[src/hdl/gcm_pkg.sv]
package gcm_pkg;

    localparam int unsigned FIELD_POLY_DEFAULT = 361;
    localparam int unsigned ROUNDS = 8;

    typedef enum logic [1:0] {
        OP_START = 2'd0,
        OP_AAD   = 2'd1,
        OP_TEXT  = 2'd2,
        OP_FIN   = 2'd3
    } op_t;

    typedef enum logic [1:0] {
        KIND_CIPHER = 2'd0,
        KIND_TAG    = 2'd1,
        KIND_ERROR  = 2'd2
    } kind_t;

    typedef enum logic [1:0] {
        CMD_START,
        CMD_AAD,
        CMD_TEXT,
        CMD_FIN
    } cmd_t;

    typedef struct packed {
        cmd_t        cmd;
        logic        err;
        logic [63:0] bh;
        logic [63:0] bl;
        logic [4:0]  n;
    } job_t;

    function automatic logic [7:0] gf_mul(input logic [7:0] x, input logic [7:0] y,
                                          input logic [7:0] red);
        logic [7:0] acc;
        logic [7:0] v;
        acc = 8'd0;
        v = x;
        for (int k = 0; k < 8; k++) begin
            if (y[k]) acc = acc ^ v;
            v = {v[6:0], 1'b0} ^ (v[7] ? red : 8'd0);
        end
        return acc;
    endfunction

    function automatic logic [7:0] sbox_entry(input logic [7:0] x, input logic [7:0] red);
        logic [7:0] p;
        logic [7:0] r;
        logic [7:0] sq;
        p = 8'd1;
        sq = x;
        for (int k = 0; k < 8; k++) begin
            if (k != 0) p = gf_mul(p, sq, red);
            sq = gf_mul(sq, sq, red);
        end
        for (int b = 0; b < 8; b++) begin
            r[b] = p[b] ^ p[(b + 4) % 8] ^ p[(b + 5) % 8] ^ p[(b + 6) % 8]
                 ^ p[(b + 7) % 8] ^ ((8'h63 >> b) & 8'd1) != 8'd0;
        end
        return r;
    endfunction

    function automatic logic [127:0] keep_mask(input logic [4:0] n);
        logic [127:0] m;
        for (int i = 0; i < 16; i++) begin
            m[127 - 8 * i -: 8] = (5'(i) < n) ? 8'hFF : 8'h00;
        end
        return m;
    endfunction

endpackage

[src/hdl/gcm_front.sv]
module gcm_front
(
    input  logic                clk,
    input  logic                rst_n,
    input  logic                in_valid,
    output logic                in_ready,
    input  logic [1:0]          op,
    input  logic [63:0]         bh,
    input  logic [63:0]         bl,
    input  logic [4:0]          n,
    output logic                job_valid,
    input  logic                job_ready,
    output gcm_pkg::job_t       job
);

    localparam int DEPTH = 2;

    typedef enum logic [1:0] {
        PH_IDLE,
        PH_AAD,
        PH_TEXT
    } phase_t;

    phase_t          phase_reg;
    phase_t          phase_next;
    gcm_pkg::job_t   q_reg [DEPTH];
    logic            wptr_reg;
    logic            rptr_reg;
    logic [1:0]      cnt_reg;
    gcm_pkg::job_t   cls;
    logic            push;
    logic            pop;
    logic            n_ok;

    assign in_ready = (cnt_reg != 2'(DEPTH));
    assign push = in_valid && in_ready;
    assign pop = job_valid && job_ready;
    assign job_valid = (cnt_reg != 2'd0);
    assign job = q_reg[rptr_reg];
    assign n_ok = (n >= 5'd1) && (n <= 5'd16);

    always_comb
    begin
        cls.bh = bh;
        cls.bl = bl;
        cls.n = n;
        cls.err = 1'b1;
        cls.cmd = gcm_pkg::CMD_START;
        phase_next = phase_reg;
        unique case (gcm_pkg::op_t'(op))
            gcm_pkg::OP_START:
            begin
                cls.err = 1'b0;
                phase_next = PH_AAD;
            end
            gcm_pkg::OP_AAD:
            begin
                cls.cmd = gcm_pkg::CMD_AAD;
                cls.err = !(phase_reg == PH_AAD && n_ok);
            end
            gcm_pkg::OP_TEXT:
            begin
                cls.cmd = gcm_pkg::CMD_TEXT;
                cls.err = !(phase_reg != PH_IDLE && n_ok);
                if (!cls.err) phase_next = PH_TEXT;
            end
            gcm_pkg::OP_FIN:
            begin
                cls.cmd = gcm_pkg::CMD_FIN;
                cls.err = (phase_reg == PH_IDLE);
                if (!cls.err) phase_next = PH_IDLE;
            end
            default:
            begin
                cls.err = 1'b1;
            end
        endcase
    end

    always_ff @(posedge clk or negedge rst_n)
    begin
        if (!rst_n)
        begin
            phase_reg <= PH_IDLE;
            wptr_reg <= 1'b0;
            rptr_reg <= 1'b0;
            cnt_reg <= 2'd0;
        end
        else
        begin
            if (push)
            begin
                phase_reg <= phase_next;
                wptr_reg <= !wptr_reg;
            end
            if (pop) rptr_reg <= !rptr_reg;
            cnt_reg <= cnt_reg + 2'(push) - 2'(pop);
        end
    end

    always_ff @(posedge clk)
    begin
        if (push) q_reg[wptr_reg] <= cls;
    end

endmodule

[config.mk]
export PLATFORM = sky130hd
export DESIGN_NAME = gcm_front
export DESIGN_NICKNAME = d
export VERILOG_FILES = /design/src/hdl/gcm_pkg.sv /design/src/hdl/gcm_front.sv
export SDC_FILE = /design/constraint.sdc
export NUM_CORES = 1
export LEC_CHECK = 0
export BUFFER_PORTS_ARGS = -buffer_cell sky130_fd_sc_hd__buf_2
export CORE_MARGIN = 2
export CORE_UTILIZATION = 50
export DETAILED_ROUTE_END_ITERATION = 12
export PLACE_DENSITY = 0.74
export RECOVER_POWER = 50
export SLEW_MARGIN = 0
export SYNTH_ARGS = -nofsm -noshare
export SYNTH_HDL_FRONTEND = slang
export SYNTH_SLANG_ARGS = --single-unit
export TNS_END_PERCENT = 20
[constraint.sdc]
create_clock -name clk -period 8.4 [get_ports clk]
set_input_delay 0.42 -clock clk [delete_from_list [all_inputs] [get_ports clk]]
set_output_delay 0.42 -clock clk [all_outputs]
set_load 0.01 [all_outputs]
==> results.cfg <==
[global_route]
global_route.usage.total_pct = 17.32
gr-total-overflow = 0
grt_start_max_net_pins = 74
grt_antenna_before_repair = 4
number_of_global_route_vias_before_repair = 5586
grt_first_pass_wirelength_um = 29280

[placement]
dp_slack_ns = 5.465
numPlacedInstances = 993
dpl.hpwl_um = 12600
io_buffers = 276
place_congestion = 0.7325

[synthesis]
synth.avg_cell_area_um2 = 22.05
postSynthCellCount = 461
synth-seq-cells = 278
ys_types = 26
synth.cell_area_um2 = 10160
yosysSeqAreaShare_pct = 81.83
post_syn_nets = 602
yosys_warnings = 0

[pwr]
power_leakage_nw = 4.556
pwr_density_cell_nw_per_um2 = 350.4
max_rail_drop_vdd_mv = 0.2647

[floorplanning]
floorplan.rows = 52
placeableCoreArea_um2 = 20100
floorplan.die.width_um = 146.6
dieArea_um2 = 21490
die_height_um = 146.6
ios = 277
effective_utilization_at_floorplan_pct = 50.56

[clock_tree]
clk_path_buf_depth = 3
cts_hold_repair.buffers = 1
cts_setup_buffers = 0
clock_sinks = 278
post_cts_resized = 0
clk_root_buffer_cell = sky130_fd_sc_hd__clkbuf_16
cts_tree = yes
cts.reportedPaths.clkPinSlew_ns = 0.06
htree_levels = 1
cts-buffers-inserted = 29
clock_insertion_delay_worst_skew_ns = 0.53

[layout]
syn2layout_area_growth_pct = 24.22
filler_cells = 1494
nets = 896
largest_reg_flops = 272
final_core_utilization_pct = 62.81
post_layout_nonfiller_instances = 1050
final_layout_size_suffix_gt1_share_pct = 48.91

[sta]
final.hold.worst_slack_ns = 0.07435
final.min_clock_period_ns = 4.270
worst_slew_margin_rel_pct = -95.94
finClkSkew_ns = 0.008569
setup_slack_ns = 4.130
grt_setup_unrepaired = no
setup_tns_after_final_layout_ns = 0
finalSetupViolCount = 0
max_slew.worst_pin.slew_ns = 2.939
fmax_achieved_mhz = 234.2
period_share_pct = 50.84
hold_viol_final = 0
timing.final.max_slew_violations = 89

[critical_path]
required_ns = 8.55
critPathCaptureType = flop
rr_worst_depth = 3
worstPathArrival_ns = 4.42
critPathMaxFanout = 73
start_kind = flop
worst-setup-path-type = flop to flop

[drt]
drtAntennaViolNets = 0
wire_per_inst_um = 18.31
post-route-drc-count = 0
via_count = 5296
via_per_inst = 5.044
drt-pass1-iter-count = 4
wl_um = 19230
first_iter_violations = 275

[job]
maxCapViolCount = 2

[hold_path]
worstHoldPathCells = 1
hold_class = input port to flop

[status]
failed_checks = capacitance limit, slew limit
status = complete, but fails checks
-- stage by stage --
stage               area (um^2)  power, mW
floorplan                 10160      2.862
global placement          11840      3.249
detailed placement        11840      3.289
CTS                       12740      4.489
global route              12620      4.634
finish                    12630      4.425
-- synth_stat cells --
master	n	share of area, %
sky130_fd_sc_hd__and3_1	1	0.062
sky130_fd_sc_hd__buf_4	3	0.22
sky130_fd_sc_hd__nand2b_1	3	0.18
sky130_fd_sc_hd__nand3_1	1	0.049
sky130_fd_sc_hd__or2_2	1	0.062
sky130_fd_sc_hd__o221a_2	1	0.11
sky130_fd_sc_hd__and2_1	1	0.062
sky130_fd_sc_hd__nor4_2	1	0.12
sky130_fd_sc_hd__xnor2_1	3	0.26
sky130_fd_sc_hd__edfxtp_1	272	80
sky130_fd_sc_hd__xor2_1	2	0.17
sky130_fd_sc_hd__a311o_2	1	0.11
sky130_fd_sc_hd__mux2_2	136	15
sky130_fd_sc_hd__a41o_1	1	0.098
sky130_fd_sc_hd__dfrtp_1	6	1.5
sky130_fd_sc_hd__nor2_1	1	0.037
sky130_fd_sc_hd__buf_2	13	0.64
sky130_fd_sc_hd__nand2_1	1	0.037
sky130_fd_sc_hd__clkbuf_1	2	0.074
sky130_fd_sc_hd__mux2i_1	1	0.098
sky130_fd_sc_hd__nor4bb_1	1	0.098
sky130_fd_sc_hd__inv_1	4	0.15
sky130_fd_sc_hd__o31ai_1	1	0.074
sky130_fd_sc_hd__ha_1	2	0.25
sky130_fd_sc_hd__a31oi_1	1	0.062
sky130_fd_sc_hd__o211ai_1	1	0.074
-- area by class of cell --
type	instances	area [um^2]	area share, %
timing repair buffer	281	1321	10.46
antenna	3	7.507	0.05945
inverter	4	15.01	0.1189
clock inverter	18	145.1	1.149
multi-input combinational	161	1730	13.70
clock buffer	35	748.2	5.925
sequential	278	8322	65.90
tap	270	337.8	2.675
-- per-layer routing --
layer / vias to the layer above / global-route usage [%] / routed length (um)
met5: - / 0 / 13
met4: 2 / 4.709 / 492
met3: 40 / 5.281 / 1745
met2: 240 / 29.65 / 9602
met1: 2590 / 21.58 / 7373
li1: 2424 / - / -
-- logic make-up (layout without fill, tap and decap cells) --
kind of cell / count (synthesis) / in the layout / synth area share [%]
flip-flops: 278 / 278 / 81.83
multiplexers: 137 / 137 / 15.16
buffers and inverters: 22 / 338 / 1.083
AND/OR/NAND/NOR: 11 / 11 / 0.7139
AO/OA/AOI/OAI: 6 / 6 / 0.5294
XOR/XNOR: 5 / 5 / 0.4309
adder cells (fa/ha/maj): 2 / 2 / 0.2461
other: 0 / 3 / 0
-- path summary, 6_finish.rpt --
path / slack (ns) / endpoint / startpoint
setup reg to reg: 4.13 / q_reg[1][55] / cnt_reg[1]
hold reg to reg: 0.50 / cnt_reg[1] / cnt_reg[1]
hold / removal: 0.07 / q_reg[0][75] / bh[6]
max in group asynchronous: 7.81 / rptr_reg / rst_n
setup / recovery: 4.13 / q_reg[1][55] / cnt_reg[1]
min in group asynchronous: 0.32 / phase_reg[0] / rst_n
-- power breakdown --
group          switching (mW)  total (mW)  internal (mW)
clock                   0.489        1.18          0.694
sequential              0.133        2.04           1.91
combinational           0.642        1.20          0.557
-- placed cells by master (no fill, tap or decap), drive strengths merged --
cell         Yosys  final
and3             1      1
o31ai            1      1
nand2            1      1
and2             1      1
xnor2            3      3
nand2b           3      3
nand3            1      1
o211ai           1      1
dlygate4sd3      0      1
ha               2      2
o221a            1      1
diode            0      3
clkbuf           2    114
or2              1      1
mux2           136    136
xor2             2      2
buf             16    201
a31oi            1      1
a311o            1      1
clkinvlp         0      1
nor4bb           1      1
bufinv           0      2
edfxtp         272    272
a41o             1      1
mux2i            1      1
dfrtp            6      6
clkinv           0     14
inv              4      5
nor4             1      1
nor2             1      1
-- critical path: stages (launching register included) --
cell and delay (ns):
sky130_fd_sc_hd__dfrtp_1 0.40, sky130_fd_sc_hd__nand2b_1 0.21, sky130_fd_sc_hd__and3_1 2.20, sky130_fd_sc_hd__buf_4 1.00
Note: power is estimated with default switching activity, not from simulation.
